===== config.mk =====
export PLATFORM = sky130hd
export DESIGN_NAME = adjacency_matrix_dfs_engine_unit
export DESIGN_NICKNAME = d
export VERILOG_FILES = /design/src/design/amdfs_pkg.sv /design/src/design/adjacency_matrix_dfs_engine_unit.sv
export SDC_FILE = /design/constraint.sdc
export NUM_CORES = 1
export LEC_CHECK = 0
export ABC_AREA = 0
export BUFFER_PORTS_ARGS = -buffer_cell sky130_fd_sc_hd__buf_2
export CAP_MARGIN = 15
export CORE_ASPECT_RATIO = 1.5
export CORE_MARGIN = 3
export CORE_UTILIZATION = 23
export DETAILED_ROUTE_END_ITERATION = 6
export PLACE_DENSITY = 0.46
export RECOVER_POWER = 25
export SETUP_SLACK_MARGIN = 0.15
export SLEW_MARGIN = 20
export SYNTH_ARGS = -nofsm -noshare
export SYNTH_HDL_FRONTEND = slang
export SYNTH_SLANG_ARGS = --single-unit

===== constraint.sdc =====
create_clock -name clock -period 6.5 [get_ports clock]
set_input_delay 1.3 -clock clock [delete_from_list [all_inputs] [get_ports clock]]
set_output_delay 1.3 -clock clock [all_outputs]
set_load 0.05 [all_outputs]

===== src/design/amdfs_pkg.sv =====
// ----------------------------------------------------------------------------
// amdfs_pkg
// Shared constants for the adjacency-matrix depth-first search engine:
// field widths, command codes, status codes and parameter defaults.
// ----------------------------------------------------------------------------
package amdfs_pkg;

   // Field widths of the command and response beats
   localparam int OP_W     = 3;
   localparam int VIDX_W   = 4;
   localparam int ELEM_W   = 8;
   localparam int STATUS_W = 2;
   localparam int EDGES_W  = 8;
   localparam int VCOUNT_W = 5;

   // Result cap: one 4-bit vertex index space
   localparam int RESULT_CAP = 16;

   // Parameter defaults
   localparam int MAX_VERTICES_DEFAULT = 16;
   localparam int ELEM_BITS_DEFAULT    = 8;

   // Reset value of the vertex count register
   localparam logic [VCOUNT_W-1:0] VCOUNT_RESET = 5'd16;

   // Command codes
   localparam logic [OP_W-1:0] OP_INSERT = 3'd0;
   localparam logic [OP_W-1:0] OP_DELETE = 3'd1;
   localparam logic [OP_W-1:0] OP_SET    = 3'd2;
   localparam logic [OP_W-1:0] OP_GET    = 3'd3;
   localparam logic [OP_W-1:0] OP_WALK   = 3'd4;

   // Status codes
   localparam logic [STATUS_W-1:0] STAT_OK    = 2'd0;
   localparam logic [STATUS_W-1:0] STAT_RANGE = 2'd1;
   localparam logic [STATUS_W-1:0] STAT_SELF  = 2'd2;
   localparam logic [STATUS_W-1:0] STAT_EMPTY = 2'd3;

endpackage


===== src/design/adjacency_matrix_dfs_engine_unit.sv =====
// ----------------------------------------------------------------------------
// adjacency_matrix_dfs_engine_unit
// Directed graph held as an adjacency bit matrix with one element per vertex;
// edge edits, element set/get and a depth-first walk driven by one sequencer.
// ----------------------------------------------------------------------------
// Usage:
//   Commands arrive on the req_ channel (valid/ready), results leave on the
//   rsp_ channel (valid/ready). The csr_ port writes the vertex count; the
//   user writes it only while the engine is idle (the block does not
//   enforce this), and it takes effect on the next command. Edge, set and
//   get commands give one result beat, loaded in the execute state once the
//   result register is free; req_ready returns when the sequencer is idle
//   again, so a new command is taken only after that beat is loaded. A
//   traversal gives one beat per vertex in use, in preorder, with rsp_last on
//   the final beat; with zero vertices in use it gives a single status beat.
//   The walk sequencer runs one find-first-set each cycle over a row of the
//   matrix masked by the visited marks (over all unvisited vertices in use
//   when the stack is empty), and either pushes one vertex (one beat) or
//   pops the stack. A walk over n vertices takes the execute state, n
//   pushes and at most n - 1 pops. req_ready is high only between commands;
//   one command is in flight. A stalled receiver holds the result register;
//   the walk waits on a push until the beat is taken, pops continue meanwhile.
//   Reset clears the matrix, edge count, stack depth and visited marks and
//   sets the vertex count to 16; vertex elements are not cleared.
// ----------------------------------------------------------------------------
module adjacency_matrix_dfs_engine_unit #(
   parameter int MAX_VERTICES = amdfs_pkg::MAX_VERTICES_DEFAULT,
   parameter int ELEM_BITS    = amdfs_pkg::ELEM_BITS_DEFAULT
) (
   input  logic                                clock,
   input  logic                                reset,
   // command channel
   input  logic                                req_valid,
   output logic                                req_ready,
   input  logic [amdfs_pkg::OP_W-1:0]          req_op,
   input  logic [amdfs_pkg::VIDX_W-1:0]        req_src_vertex,
   input  logic [amdfs_pkg::VIDX_W-1:0]        req_dst_vertex,
   input  logic [amdfs_pkg::ELEM_W-1:0]        req_element_in,
   // result channel
   output logic                                rsp_valid,
   input  logic                                rsp_ready,
   output logic [amdfs_pkg::STATUS_W-1:0]      rsp_status,
   output logic [amdfs_pkg::VIDX_W-1:0]        rsp_vertex_index,
   output logic [amdfs_pkg::ELEM_W-1:0]        rsp_element_out,
   output logic [amdfs_pkg::EDGES_W-1:0]       rsp_edge_total,
   output logic                                rsp_last,
   // configuration
   input  logic                                csr_wr_en,
   input  logic [amdfs_pkg::VCOUNT_W-1:0]      csr_wr_data
);

   // Vertices actually addressable: capped by the 4-bit index space
   localparam int NV      = (MAX_VERTICES < amdfs_pkg::RESULT_CAP) ?
                            MAX_VERTICES : amdfs_pkg::RESULT_CAP;
   localparam int VW      = $clog2(NV);
   localparam int EXT_W   = (ELEM_BITS > amdfs_pkg::ELEM_W) ? ELEM_BITS : amdfs_pkg::ELEM_W;
   localparam int VCW     = amdfs_pkg::VCOUNT_W;

   // Sequencer states
   localparam logic [1:0] S_IDLE = 2'd0;
   localparam logic [1:0] S_EXEC = 2'd1;
   localparam logic [1:0] S_WALK = 2'd2;

   // Control registers
   logic [1:0]                          state_ff, state_in;
   logic [VCW-1:0]                      vcount_ff;
   logic [VW:0]                         sp_ff, sp_in;
   logic [VW:0]                         k_ff, k_in;
   logic [NV-1:0]                       visited_ff, visited_in;
   logic [amdfs_pkg::EDGES_W-1:0]       edge_cnt_ff, edge_cnt_in;
   logic                                rsp_valid_ff;

   // Latched command
   logic [amdfs_pkg::OP_W-1:0]          cmd_op_ff;
   logic [amdfs_pkg::VIDX_W-1:0]        cmd_src_ff;
   logic [amdfs_pkg::VIDX_W-1:0]        cmd_dst_ff;
   logic [amdfs_pkg::ELEM_W-1:0]        cmd_elem_ff;

   // Result register payload
   logic [amdfs_pkg::STATUS_W-1:0]      rsp_status_ff, rsp_status_in;
   logic [amdfs_pkg::VIDX_W-1:0]        rsp_vertex_ff, rsp_vertex_in;
   logic [amdfs_pkg::ELEM_W-1:0]        rsp_elem_ff, rsp_elem_in;
   logic [amdfs_pkg::EDGES_W-1:0]       rsp_edges_ff;
   logic                                rsp_last_ff, rsp_last_in;
   logic                                rsp_load;

   // Storage
   logic [NV-1:0]                       adjacency_ff [NV];
   logic [ELEM_BITS-1:0]                elements_ff  [NV];
   logic [VW-1:0]                       stack_ff     [NV];

   // Storage write ports
   logic                                adj_we;
   logic [NV-1:0]                       adj_wdata;
   logic                                elem_we;
   logic [ELEM_BITS-1:0]                elem_wdata;
   logic                                stack_we;

   // Read side
   logic [VW-1:0]                       top_vertex;
   logic [VW-1:0]                       adj_addr;
   logic [NV-1:0]                       adj_row;
   logic [VW-1:0]                       elem_addr;
   logic [EXT_W-1:0]                    elem_rd_wide;
   logic [EXT_W-1:0]                    elem_wr_wide;
   logic [EXT_W-1:0]                    elem_echo_wide;

   // Find-first unit and helpers
   logic [VCW-1:0]                      n_eff;
   logic [NV-1:0]                       active_mask;
   logic [NV-1:0]                       ff_vec;
   logic [VW-1:0]                       ff_idx;
   logic                                ff_found;
   logic                                out_free;
   logic                                src_bad;
   logic                                dst_bad;
   logic                                edge_bit;

   // Vertex count in use and its mask
   assign n_eff = (vcount_ff > VCW'(NV)) ? VCW'(NV) : vcount_ff;

   always_comb begin
      for (int i = 0; i < NV; i++) begin
         active_mask[i] = (VCW'(i) < n_eff);
      end
   end

   assign src_bad  = ({1'b0, cmd_src_ff} >= n_eff);
   assign dst_bad  = ({1'b0, cmd_dst_ff} >= n_eff);
   assign out_free = !rsp_valid_ff || rsp_ready;

   // Stack top and shared row read
   assign top_vertex = stack_ff[VW'(sp_ff - 1'b1)];
   assign adj_addr   = (state_ff == S_WALK) ? top_vertex : cmd_src_ff[VW-1:0];
   assign adj_row    = adjacency_ff[adj_addr];
   assign edge_bit   = adj_row[cmd_dst_ff[VW-1:0]];

   // Shared find-first unit: neighbor search, or next start when stack empty
   assign ff_vec = (sp_ff == '0) ? (active_mask & ~visited_ff)
                                 : (adj_row & active_mask & ~visited_ff);

   always_comb begin
      ff_idx = '0;
      for (int i = NV - 1; i >= 0; i--) begin
         if (ff_vec[i]) begin
            ff_idx = VW'(i);
         end
      end
   end

   assign ff_found = |ff_vec;

   // Element read and write, widened to the port width
   assign elem_addr      = (state_ff == S_WALK) ? ff_idx : cmd_src_ff[VW-1:0];
   assign elem_rd_wide   = EXT_W'(elements_ff[elem_addr]);
   assign elem_wr_wide   = EXT_W'(cmd_elem_ff);
   assign elem_wdata     = elem_wr_wide[ELEM_BITS-1:0];
   // set echoes the value as stored, cut to the element width
   assign elem_echo_wide = EXT_W'(elem_wdata);

   // Sequencer
   always_comb begin
      state_in      = state_ff;
      sp_in         = sp_ff;
      k_in          = k_ff;
      visited_in    = visited_ff;
      edge_cnt_in   = edge_cnt_ff;
      rsp_load      = 1'b0;
      rsp_status_in = amdfs_pkg::STAT_OK;
      rsp_vertex_in = cmd_src_ff;
      rsp_elem_in   = '0;
      rsp_last_in   = 1'b1;
      adj_we        = 1'b0;
      adj_wdata     = adj_row;
      elem_we       = 1'b0;
      stack_we      = 1'b0;

      unique case (state_ff)
         S_IDLE: begin
            if (req_valid) begin
               state_in = S_EXEC;
            end
         end

         S_EXEC: begin
            unique case (cmd_op_ff) inside
               amdfs_pkg::OP_INSERT, amdfs_pkg::OP_DELETE: begin
                  if (out_free) begin
                     rsp_load = 1'b1;
                     state_in = S_IDLE;
                     if (src_bad || dst_bad) begin
                        rsp_status_in = amdfs_pkg::STAT_RANGE;
                     end else if (cmd_src_ff == cmd_dst_ff) begin
                        rsp_status_in = amdfs_pkg::STAT_SELF;
                     end else if (cmd_op_ff == amdfs_pkg::OP_INSERT) begin
                        // count only a real change
                        if (!edge_bit) begin
                           adj_we      = 1'b1;
                           adj_wdata   = adj_row | (NV'(1) << cmd_dst_ff[VW-1:0]);
                           edge_cnt_in = edge_cnt_ff + 1'b1;
                        end
                     end else begin
                        if (edge_bit) begin
                           adj_we      = 1'b1;
                           adj_wdata   = adj_row & ~(NV'(1) << cmd_dst_ff[VW-1:0]);
                           edge_cnt_in = edge_cnt_ff - 1'b1;
                        end
                     end
                  end
               end

               amdfs_pkg::OP_SET, amdfs_pkg::OP_GET: begin
                  if (out_free) begin
                     rsp_load = 1'b1;
                     state_in = S_IDLE;
                     if (src_bad) begin
                        rsp_status_in = amdfs_pkg::STAT_RANGE;
                     end else if (cmd_op_ff == amdfs_pkg::OP_SET) begin
                        elem_we     = 1'b1;
                        rsp_elem_in = elem_echo_wide[amdfs_pkg::ELEM_W-1:0];
                     end else begin
                        rsp_elem_in = elem_rd_wide[amdfs_pkg::ELEM_W-1:0];
                     end
                  end
               end

               amdfs_pkg::OP_WALK: begin
                  if (n_eff == '0) begin
                     if (out_free) begin
                        rsp_load      = 1'b1;
                        rsp_status_in = amdfs_pkg::STAT_EMPTY;
                        rsp_vertex_in = '0;
                        state_in      = S_IDLE;
                     end
                  end else begin
                     visited_in = '0;
                     sp_in      = '0;
                     k_in       = '0;
                     state_in   = S_WALK;
                  end
               end

               default: begin
                  // unknown command: no result
                  state_in = S_IDLE;
               end
            endcase
         end

         S_WALK: begin
            if (ff_found) begin
               // push: visit, emit beat, stack it
               if (out_free) begin
                  rsp_load      = 1'b1;
                  rsp_vertex_in = amdfs_pkg::VIDX_W'(ff_idx);
                  rsp_elem_in   = elem_rd_wide[amdfs_pkg::ELEM_W-1:0];
                  rsp_last_in   = (VCW'(k_ff) + 1'b1 == n_eff);
                  visited_in    = visited_ff | (NV'(1) << ff_idx);
                  stack_we      = 1'b1;
                  sp_in         = sp_ff + 1'b1;
                  k_in          = k_ff + 1'b1;
                  if (rsp_last_in) begin
                     state_in = S_IDLE;
                  end
               end
            end else begin
               // no unvisited neighbor: pop
               sp_in = sp_ff - 1'b1;
            end
         end

         default: begin
            state_in = S_IDLE;
         end
      endcase
   end

   // Control registers
   always_ff @(posedge clock) begin
      if (reset) begin
         state_ff     <= S_IDLE;
         vcount_ff    <= amdfs_pkg::VCOUNT_RESET;
         sp_ff        <= '0;
         k_ff         <= '0;
         visited_ff   <= '0;
         edge_cnt_ff  <= '0;
         rsp_valid_ff <= 1'b0;
      end else begin
         state_ff    <= state_in;
         sp_ff       <= sp_in;
         k_ff        <= k_in;
         visited_ff  <= visited_in;
         edge_cnt_ff <= edge_cnt_in;
         if (csr_wr_en) begin
            vcount_ff <= csr_wr_data;
         end
         if (rsp_load) begin
            rsp_valid_ff <= 1'b1;
         end else if (rsp_ready) begin
            rsp_valid_ff <= 1'b0;
         end
      end
   end

   // Command capture
   always_ff @(posedge clock) begin
      if (req_valid && req_ready) begin
         cmd_op_ff   <= req_op;
         cmd_src_ff  <= req_src_vertex;
         cmd_dst_ff  <= req_dst_vertex;
         cmd_elem_ff <= req_element_in;
      end
   end

   // Result register payload
   always_ff @(posedge clock) begin
      if (rsp_load) begin
         rsp_status_ff <= rsp_status_in;
         rsp_vertex_ff <= rsp_vertex_in;
         rsp_elem_ff   <= rsp_elem_in;
         rsp_edges_ff  <= edge_cnt_in;
         rsp_last_ff   <= rsp_last_in;
      end
   end

   // Adjacency matrix, cleared by reset
   always_ff @(posedge clock) begin
      if (reset) begin
         for (int i = 0; i < NV; i++) begin
            adjacency_ff[i] <= '0;
         end
      end else if (adj_we) begin
         adjacency_ff[cmd_src_ff[VW-1:0]] <= adj_wdata;
      end
   end

   // Vertex elements, undefined until written
   always_ff @(posedge clock) begin
      if (elem_we) begin
         elements_ff[cmd_src_ff[VW-1:0]] <= elem_wdata;
      end
   end

   // Walk stack
   always_ff @(posedge clock) begin
      if (stack_we) begin
         stack_ff[sp_ff[VW-1:0]] <= ff_idx;
      end
   end

   // Ports
   assign req_ready        = (state_ff == S_IDLE);
   assign rsp_valid        = rsp_valid_ff;
   assign rsp_status       = rsp_status_ff;
   assign rsp_vertex_index = rsp_vertex_ff;
   assign rsp_element_out  = rsp_elem_ff;
   assign rsp_edge_total   = rsp_edges_ff;
   assign rsp_last         = rsp_last_ff;

   // Assertions
   // every beat of a walk marks exactly one vertex
   a_visit_count: assert property (@(posedge clock) disable iff (reset)
      (state_ff == S_WALK) |-> ($countones(visited_ff) == int'(k_ff)))
      else $error("visited marks disagree with beats emitted");

   // stack never deeper than the beats emitted
   a_stack_bound: assert property (@(posedge clock) disable iff (reset)
      (state_ff == S_WALK) |-> (sp_ff <= k_ff))
      else $error("walk stack deeper than visited count");

   // final walk beat ends the command
   a_last_ends: assert property (@(posedge clock) disable iff (reset)
      (rsp_load && rsp_last_in) |=> (state_ff == S_IDLE))
      else $error("sequencer busy after final beat");

   // edge count moves by at most one per cycle, and only on an edit
   a_edge_step: assert property (@(posedge clock) disable iff (reset)
      (edge_cnt_ff != $past(edge_cnt_ff)) |->
         ($past(adj_we) && ((edge_cnt_ff == $past(edge_cnt_ff) + 8'd1) ||
                            (edge_cnt_ff == $past(edge_cnt_ff) - 8'd1))))
      else $error("edge count changed without a matrix edit");

endmodule

==> After elaboration in Yosys (flattened, before gate mapping) <==
Memory sizes are Yosys's and may differ from the RTL's.
Index checks and enable logic that the tools add are counted.
W data, S select, Z words.
{ "word_totals": {"out_inout_bits": 25, "ff_bits": 84, "memories": 3, "elab_cells": 201, "ramBits": 448, "inputBits": 29} }
{ "op_classes": {"reduce_logical": 19, "n_bitwise": 8, "shift": 2, "order_cmp": 20, "n_eq_ne": 15, "mux": 113, "add_sub_neg": 5} }
{ "mem_list": {"columns": ["name", "depth", "word_bits", "read_ports", "rd_ports_with_merged_regs", "write_ports", "line", "source"], "rows": [
  ["adjacency_ff", 16, 16, 1, 0, 16, "adjacency_matrix_dfs_engine_unit.sv:88", "logic [NV-1:0] adjacency_ff [NV];"],
  ["elements_ff", 16, 8, 1, 0, 1, "adjacency_matrix_dfs_engine_unit.sv:89", "logic [ELEM_BITS-1:0] elements_ff [NV];"],
  ["stack_ff", 16, 4, 1, 0, 1, "adjacency_matrix_dfs_engine_unit.sv:90", "logic [VW-1:0] stack_ff [NV];"]
]} }
{ "op_table": {"columns": ["op", "count"], "rows": [
  ["$mux W16", 14],
  ["$mux W8", 14],
  ["$mux W4", 24],
  ["$and A16 B16 Y16", 4],
  ["$lt A4 B5 Y1 const A", 8],
  ["$mux W5", 7],
  ["$mux W1", 32],
  ["$not A16 Y16", 2],
  ["$or A16 B16 Y16", 2],
  ["$pmux W16 S2", 1],
  ["$reduce_or A16 Y1", 2],
  ["$shl A1 B4 Y16 const A", 2],
  ["$mux W2", 11],
  ["$lt A3 B5 Y1 const A", 4],
  ["$pmux W5 S2", 2],
  ["$pmux W8 S2", 1],
  ["$pmux W2 S3", 2],
  ["$add A5 B1 Y5 const B", 2],
  ["$ge A4 B5 Y1", 2],
  ["$logic_not A5 Y1", 2],
  ["$lt A1 B5 Y1 const A", 2],
  ["$lt A2 B5 Y1 const A", 2],
  ["$ne A2 B2 Y1 const B", 5],
  ["$add A8 B1 Y8 const B", 1],
  ["28 further kinds", 34]
]} }

==> Depth between registers and ports, before layout <==
An unclocked memory read counts as a cell.
{ "depth": {"depth_word": 30, "mapped_depth": 26} }

==> Least setup slack after synthesis <==
OpenSTA, ideal clock, no wires.
{ "synth_timing": {"path_type": "register to register", "start": "register sp_ff[0]", "end": "memory adjacency_ff[4][0] (netlist bit), enable pin", "arrival_ps": 5963, "setup_ps": 372, "n_path_buf": 6, "path_stages_with_launch": 24, "period_less_slack_ps": 6334, "setup_slack_ps": 166, "cell_sequence": "dfxtp_1 > buf_2 > inv_1 > ha_1 > buf_2 > buf_2 > mux2i_1 > nand3_1 > and4_1 > a21oi_2 > clkbuf_1 > mux4_2 > and2_1 > a211oi_1 > a31oi_1 > mux4_2 > mux4_2 > nor2_4 > nor2_2 > nor2_4 > buf_8 > nand3_4 > buf_2 > nand2_1"} }
{ "synth_lines": {"columns": ["element", "line", "source"], "rows": [
  ["start: declaration", "adjacency_matrix_dfs_engine_unit.sv:67", "logic [VW:0] sp_ff, sp_in;"],
  ["start signal: assignment", "adjacency_matrix_dfs_engine_unit.sv:290", "sp_ff <= sp_in;"],
  ["end: declaration", "adjacency_matrix_dfs_engine_unit.sv:88", null]
]} }

==> Worst setup path in the final report <==
{ "layout_timing": {"start": "register sp_ff[0]", "end": "memory stack_ff[2][0] (netlist bit), enable pin"} }
{ "layout_via": {"elab_chain_len": 12, "elab_cells_between_ends": 13, "classes_between": "add/sub: 1; mux: 6; bitwise: 2; reduce/logical: 2; memory: 2"} }
{ "layout_lines": {"columns": ["element", "line", "source"], "rows": [
  ["$sub A5 B1 Y5", null, null],
  ["$mem_v2 Z16 W4", null, null],
  ["$mux W4", "adjacency_matrix_dfs_engine_unit.sv:134", "assign adj_addr = (state_ff == S_WALK) ? top_vertex : cmd_src_ff[VW-1:0];"],
  ["$mem_v2 Z16 W16", null, null],
  ["$and A16 B16 Y16 (2 in series)", "adjacency_matrix_dfs_engine_unit.sv:140", ": (adj_row & active_mask & ~visited_ff);"],
  ["$mux W16", "adjacency_matrix_dfs_engine_unit.sv:139", "assign ff_vec = (sp_ff == '0) ? (active_mask & ~visited_ff)"],
  ["$reduce_or A16 Y1", "adjacency_matrix_dfs_engine_unit.sv:151", "assign ff_found = |ff_vec;"],
  ["$mux W1", "adjacency_matrix_dfs_engine_unit.sv:251", "if (ff_found) begin"],
  ["$mux W1", "adjacency_matrix_dfs_engine_unit.sv:178", "unique case (state_ff)"],
  ["$mux W1", "adjacency_matrix_dfs_engine_unit.sv:346", "if (stack_we) begin"],
  ["$mux W1 (not written as such)", "adjacency_matrix_dfs_engine_unit.sv:347", "stack_ff[sp_ff[VW-1:0]] <= ff_idx;"],
  ["end: declaration", "adjacency_matrix_dfs_engine_unit.sv:90", null]
]} }
Several ways; a longest one is shown, not always the timed one.

==> flow_summary.html <==
<table>
<tr><th>Metric</th><th>Value</th></tr>
<tr><th colspan="2">Run status</th></tr>
<tr><td>Result of the run</td><td>complete, but fails checks</td></tr>
<tr><td>Violations in the final reports</td><td>max-capacitance violations, max-slew violations</td></tr>
<tr><th colspan="2">Placement</th></tr>
<tr><td>Port Buffers</td><td>53</td></tr>
<tr><td>Total half-perimeter wirelength after legalization and detailed placement</td><td>60,100 um</td></tr>
<tr><td>Post-Place Cell Area</td><td>27,800 sq um</td></tr>
<tr><td>Placer congestion estimate</td><td>0.926</td></tr>
<tr><th colspan="2">Floorplanning</th></tr>
<tr><td>Die width</td><td>276 um</td></tr>
<tr><td>Overall die area</td><td>114,000 sq um</td></tr>
<tr><td>Standard-cell rows</td><td>about 150</td></tr>
<tr><td>Die Span Y</td><td>411 um</td></tr>
<tr><td>I/O pin count</td><td>54</td></tr>
<tr><td>Initial Util</td><td>0.232</td></tr>
<tr><td>Core area</td><td>109,000 sq um</td></tr>
<tr><th colspan="2">Timing</th></tr>
<tr><td>Slew at the pin closest to its max-slew limit</td><td>1630 ps</td></tr>
<tr><td>Minimum clock period after layout</td><td>6170 ps</td></tr>
<tr><td>Rel. slew slack</td><td>-0.0881</td></tr>
<tr><td>Fin Clk Skew</td><td>32.4 ps</td></tr>
<tr><td>Final worst-path cycle share</td><td>0.950</td></tr>
<tr><td>Final setup violation count</td><td>0</td></tr>
<tr><td>Max-slew violation count</td><td>59</td></tr>
<tr><td>Setup repair after global routing missed its margin</td><td>yes</td></tr>
<tr><td>Final hold vios</td><td>0</td></tr>
<tr><td>Setup TNS Final</td><td>0 ps</td></tr>
<tr><td>Highest Clock Rate</td><td>approximately 160 MHz</td></tr>
<tr><th colspan="2">Route</th></tr>
<tr><td>Via count of the routed design</td><td>17,200</td></tr>
<tr><td>Number of violations reported at the end of detailed-routing iteration 0</td><td>1,386</td></tr>
<tr><td>Routed WL per cell</td><td>~23 um</td></tr>
<tr><td>ANT nets after route</td><td>0</td></tr>
<tr><td>Sum of routed wire length over all layers</td><td>roughly 84,000 um</td></tr>
<tr><td>Average via count per standard cell</td><td>roughly 4.8</td></tr>
<tr><td>DRC errors left</td><td>0</td></tr>
<tr><td>Number of search-and-repair iterations in the first detailed-routing pass</td><td>7</td></tr>
<tr><th colspan="2">Synthesis</th></tr>
<tr><td>Fraction of synthesized cell area taken by the top area cell type</td><td>0.584</td></tr>
<tr><td>Most used DFF post-synth</td><td>sky130_fd_sc_hd__edfxtp_1</td></tr>
<tr><td>Synthesis-stage register bit count</td><td>532</td></tr>
<tr><td>Net Count, Synth</td><td>roughly 2,100</td></tr>
<tr><td>Proportion of synthesized chip area in sequential cells</td><td>0.618</td></tr>
<tr><td>Count of yosys warnings during synthesis</td><td>0</td></tr>
<tr><td>Cell types occupying the most area after synthesis</td><td>sky130_fd_sc_hd__edfxtp_1 58%, sky130_fd_sc_hd__mux2i_1 6.7%, sky130_fd_sc_hd__nor2_1 5.4%</td></tr>
<tr><td>Number of enable-type register cells in the synthesized netlist</td><td>490</td></tr>
<tr><td>Post-synthesis instance total</td><td>2,011</td></tr>
<tr><td>Cell type with the highest aggregate area in the netlist</td><td>sky130_fd_sc_hd__edfxtp_1</td></tr>
<tr><td>Synthesized area divided by synthesized cell count</td><td>12.5 sq um</td></tr>
<tr><td>Cell area after technology mapping</td><td>25,200 sq um</td></tr>
<tr><td>Top cells by instance count after synthesis</td><td>490 x sky130_fd_sc_hd__edfxtp_1, 360 x sky130_fd_sc_hd__nor2_1, 168 x sky130_fd_sc_hd__mux2i_1</td></tr>
<tr><td>Most frequent cell after synthesis</td><td>sky130_fd_sc_hd__edfxtp_1</td></tr>
<tr><td>Synth unique cells</td><td>83</td></tr>
<tr><td>Proportion of synthesized flip-flops having asynchronous set or reset</td><td>0</td></tr>
<tr><th colspan="2">Global route</th></tr>
<tr><td>Remaining global-route overflow</td><td>0</td></tr>
<tr><td>Number of global-route vias before repair</td><td>approximately 18,000</td></tr>
<tr><td>Total routing resource utilization after global routing</td><td>0.145</td></tr>
<tr><td>Global-route wire length before repair</td><td>123,000 um</td></tr>
<tr><td>Maximum number of pins on one net before global-route repair</td><td>51</td></tr>
<tr><td>Initial antenna violation count</td><td>4</td></tr>
<tr><th colspan="2">Hold path</th></tr>
<tr><td>Worst-case hold path end point</td><td>visited_ff[10]$_SDFFE_PP0P_</td></tr>
<tr><td>Number of cells on the worst hold path</td><td>2</td></tr>
<tr><td>Min-delay src</td><td>visited_ff[10]$_SDFFE_PP0P_</td></tr>
<tr><td>Hold crit path type</td><td>register to register</td></tr>
<tr><th colspan="2">Worst setup path</th></tr>
<tr><td>Path length in cells of the critical path</td><td>17</td></tr>
<tr><td>CP delay by family, top</td><td>compound AO/OA/AOI/OAI gates</td></tr>
<tr><td>CP Cell Sequence</td><td>inv_1 &gt; ha_4 &gt; xor2_4 &gt; mux4_2 &gt; mux4_2 &gt; a21o_2 &gt; buf_4 &gt; a311oi_1 &gt; o21ai_1 &gt; a311oi_1 &gt; and4bb_2 &gt; nand3_1 &gt; o21ai_0 &gt; nor2_1 &gt; buf_4 &gt; nand2_1 &gt; nor3_1</td></tr>
<tr><td>Critical-path maximum fanout</td><td>10</td></tr>
<tr><td>Highest cell delay on the worst timing path</td><td>600 ps</td></tr>
<tr><td>Startpoint Class</td><td>register</td></tr>
<tr><td>R2R Setup Slk</td><td>330 ps</td></tr>
<tr><td>Critical Path Start</td><td>sp_ff[0]$_SDFFE_PP0P_</td></tr>
<tr><td>Reg2reg path depth</td><td>17</td></tr>
<tr><td>CP required</td><td>between 6000 and 7000 ps</td></tr>
<tr><td>Arrival time at the worst endpoint</td><td>6430 ps</td></tr>
<tr><td>Worst r2r dst</td><td>stack_ff[2][0]$_DFFE_PP_</td></tr>
<tr><td>Master of the slowest instance on the critical path</td><td>sky130_fd_sc_hd__mux4_2</td></tr>
<tr><td>Start of the worst register-to-register path</td><td>sp_ff[0]$_SDFFE_PP0P_</td></tr>
<tr><td>Critical Path End Type</td><td>register</td></tr>
<tr><td>Classification of the worst setup path</td><td>register to register</td></tr>
<tr><td>Number of buffer and inverter stages on the critical path</td><td>3</td></tr>
<tr><th colspan="2">CTS</th></tr>
<tr><td>CTS Hold Buffers Added</td><td>0</td></tr>
<tr><td>Clk Tree Root Cell</td><td>sky130_fd_sc_hd__clkbuf_16</td></tr>
<tr><td>Clock H-tree levels</td><td>2</td></tr>
<tr><td>Setup Fix Bufs, Post-CTS</td><td>0</td></tr>
<tr><td>Clock tree sinks</td><td>532</td></tr>
<tr><td>Worst-case clock buffer depth</td><td>3</td></tr>
<tr><td>Number of CTS-inserted buffers</td><td>55</td></tr>
<tr><td>Clock Pin Slew Worst Setup and Hold Paths</td><td>70 ps</td></tr>
<tr><td>Clock tree from TritonCTS</td><td>done</td></tr>
<tr><td>Insertion delay to the later sink of the worst-skew pair</td><td>650 ps</td></tr>
<tr><th colspan="2">Pwr</th></tr>
<tr><td>Power per cell area</td><td>276 nW/um^2</td></tr>
<tr><td>Sw Ratio</td><td>0.275</td></tr>
<tr><td>Sequential cell fraction of total power</td><td>0.477</td></tr>
<tr><td>Internal power summed over all cells</td><td>5.92 mW</td></tr>
<tr><td>Clock network fraction of design power</td><td>0.382</td></tr>
<tr><td>Net Sw Power</td><td>2.24 mW</td></tr>
<tr><td>Leak Pwr</td><td>10.2 nW</td></tr>
<tr><td>Part of the power in combinational logic</td><td>0.141</td></tr>
<tr><td>Maximum resistive drop on vdd</td><td>roughly 0.00021 V</td></tr>
<tr><th colspan="2">Layout</th></tr>
<tr><td>Share of post-route cells with drive strength above 1</td><td>0.163</td></tr>
<tr><td>Final Cell Area</td><td>29,600 sq um</td></tr>
<tr><td>Area growth syn-to-layout</td><td>17.4%</td></tr>
<tr><td>Layout net count</td><td>2,183</td></tr>
<tr><td>Filler Cells Inserted</td><td>roughly 11,000</td></tr>
<tr><th colspan="2">Flow run</th></tr>
<tr><td>Max-capacitance violation count</td><td>3</td></tr>
</table>
[what timing repair did]
item | CTS | global route
endpoints found under the hold margin | 0 | 0
gates resized for setup | 0 | 9
setup endpoints to repair | 0 | 402
[metal layers]
layer | part of all wire | up-vias | global-route usage
met5 | 0 | - | 0
met4 | 0.053 | 0 | 0.0726
met3 | 0.043 | 172 | 0.0188
met2 | 0.52 | 551 | 0.268
met1 | 0.38 | 8698 | 0.162
li1 | - | 7774 | -
[worst max path at each step]
stage | to
floorplan | adjacency_ff[4][0]$_SDFFCE_PN0P_
global placement | adjacency_ff[5][2]$_SDFFCE_PN0P_
detailed placement | adjacency_ff[5][2]$_SDFFCE_PN0P_
CTS | adjacency_ff[5][7]$_SDFFCE_PN0P_
global route | elements_ff[2][4]$_DFFE_PP_
finish | stack_ff[2][0]$_DFFE_PP_
[flip-flops by register name (all words and copies together) (netlist names), 3 cells and up]
signal            count
adjacency_ff        256
elements_ff         128
stack_ff             64
visited_ff           16
cmd_elem_ff           8
edge_cnt_ff           8
rsp_edge_total        8
rsp_element_out       8
k_ff                  5
sp_ff                 5
vcount_ff             5
cmd_dst_ff            4
cmd_src_ff            4
rsp_vertex_index      4
cmd_op_ff             3
[layout make-up]
type,count,area (sq um),share of cell area
Antenna cell,2,5.00,0.000169
Tap cell,1425,1780,0.0603
Clock inverter,33,315,0.0107
Clock buffer,67,1420,0.0481
Timing Repair Buffer,193,1420,0.0479
Sequential cell,532,15600,0.526
Multi-Input combinational cell,1331,8990,0.304
Inverter,23,86.3,0.00292
[through the flow]
step,power [mW],instances,setup slack (ps),hold WS (ps),util
after detailed placement,5.11,3503,220,458,0.257
after global routing,8.45,3605,86.2,509,0.272
after CTS,8.25,3603,184,473,0.273
final,8.16,3606,326,477,0.273
after global placement,5.11,3503,245,448,0.257
after floorplan,4.58,2011,166,429,-
[power by group through the flow]
stage          Clock [mW]  Sequential (mW)  Combinational (mW)
6_report             3.12             3.89                1.15
5_1_grt              3.33             3.90                1.21
4_1_cts              3.20             3.89                1.15
3_5_place_dp            0             3.97                1.14
3_3_place_gp            0             3.97                1.14
2_1_floorplan           0             3.94               0.643
[logic make-up (layout without fill, tap and decap cells)]
| family | count (synthesis) | after routing | synth area share |
|---|---|---|---|
| AO/OA/AOI/OAI | 355 | 355 | 0.0974 |
| XOR/XNOR | 20 | 20 | 0.00800 |
| adder cells (fa/ha/maj) | 18 | 18 | 0.00894 |
| buffers and inverters | 149 | 316 | 0.0302 |
| flip-flops | 532 | 532 | 0.618 |
| multiplexers | 232 | 232 | 0.109 |
| other | 0 | 2 | 0 |
| AND/OR/NAND/NOR | 705 | 706 | 0.129 |
[layout by cell type, fill, tap and decap left out, types with 13 or more instances in the layout]
master | Yosys | final
sky130_fd_sc_hd__and2_1 | 26 | 25
sky130_fd_sc_hd__a211oi_1 | 26 | 26
sky130_fd_sc_hd__nand2_1 | 150 | 149
sky130_fd_sc_hd__buf_12 | 0 | 13
sky130_fd_sc_hd__a21oi_1 | 80 | 80
sky130_fd_sc_hd__o211ai_1 | 17 | 17
sky130_fd_sc_hd__o21ai_0 | 56 | 53
sky130_fd_sc_hd__o21a_1 | 13 | 13
sky130_fd_sc_hd__nand3_1 | 33 | 33
sky130_fd_sc_hd__edfxtp_1 | 490 | 490
sky130_fd_sc_hd__ha_1 | 18 | 17
sky130_fd_sc_hd__o22ai_1 | 22 | 22
sky130_fd_sc_hd__dfxtp_1 | 42 | 41
sky130_fd_sc_hd__mux2i_1 | 168 | 168
sky130_fd_sc_hd__nor2_1 | 360 | 359
sky130_fd_sc_hd__mux4_2 | 30 | 30
sky130_fd_sc_hd__mux2_2 | 34 | 34
sky130_fd_sc_hd__a211o_1 | 16 | 16
sky130_fd_sc_hd__nor2b_1 | 22 | 21
sky130_fd_sc_hd__buf_2 | 37 | 23
sky130_fd_sc_hd__clkbuf_16 | 0 | 55
sky130_fd_sc_hd__inv_1 | 22 | 22
sky130_fd_sc_hd__buf_4 | 12 | 120
sky130_fd_sc_hd__clkbuf_1 | 56 | 49
sky130_fd_sc_hd__nor3_1 | 31 | 29
sky130_fd_sc_hd__a21o_1 | 14 | 13
[worst min-delay path, delay by kind of cell, from the launching register on]
kind	cells	cell delay, ps
compound gates	1	40
flops	1	330
simple gates	1	70
Power figures use the tool's default switching activity.
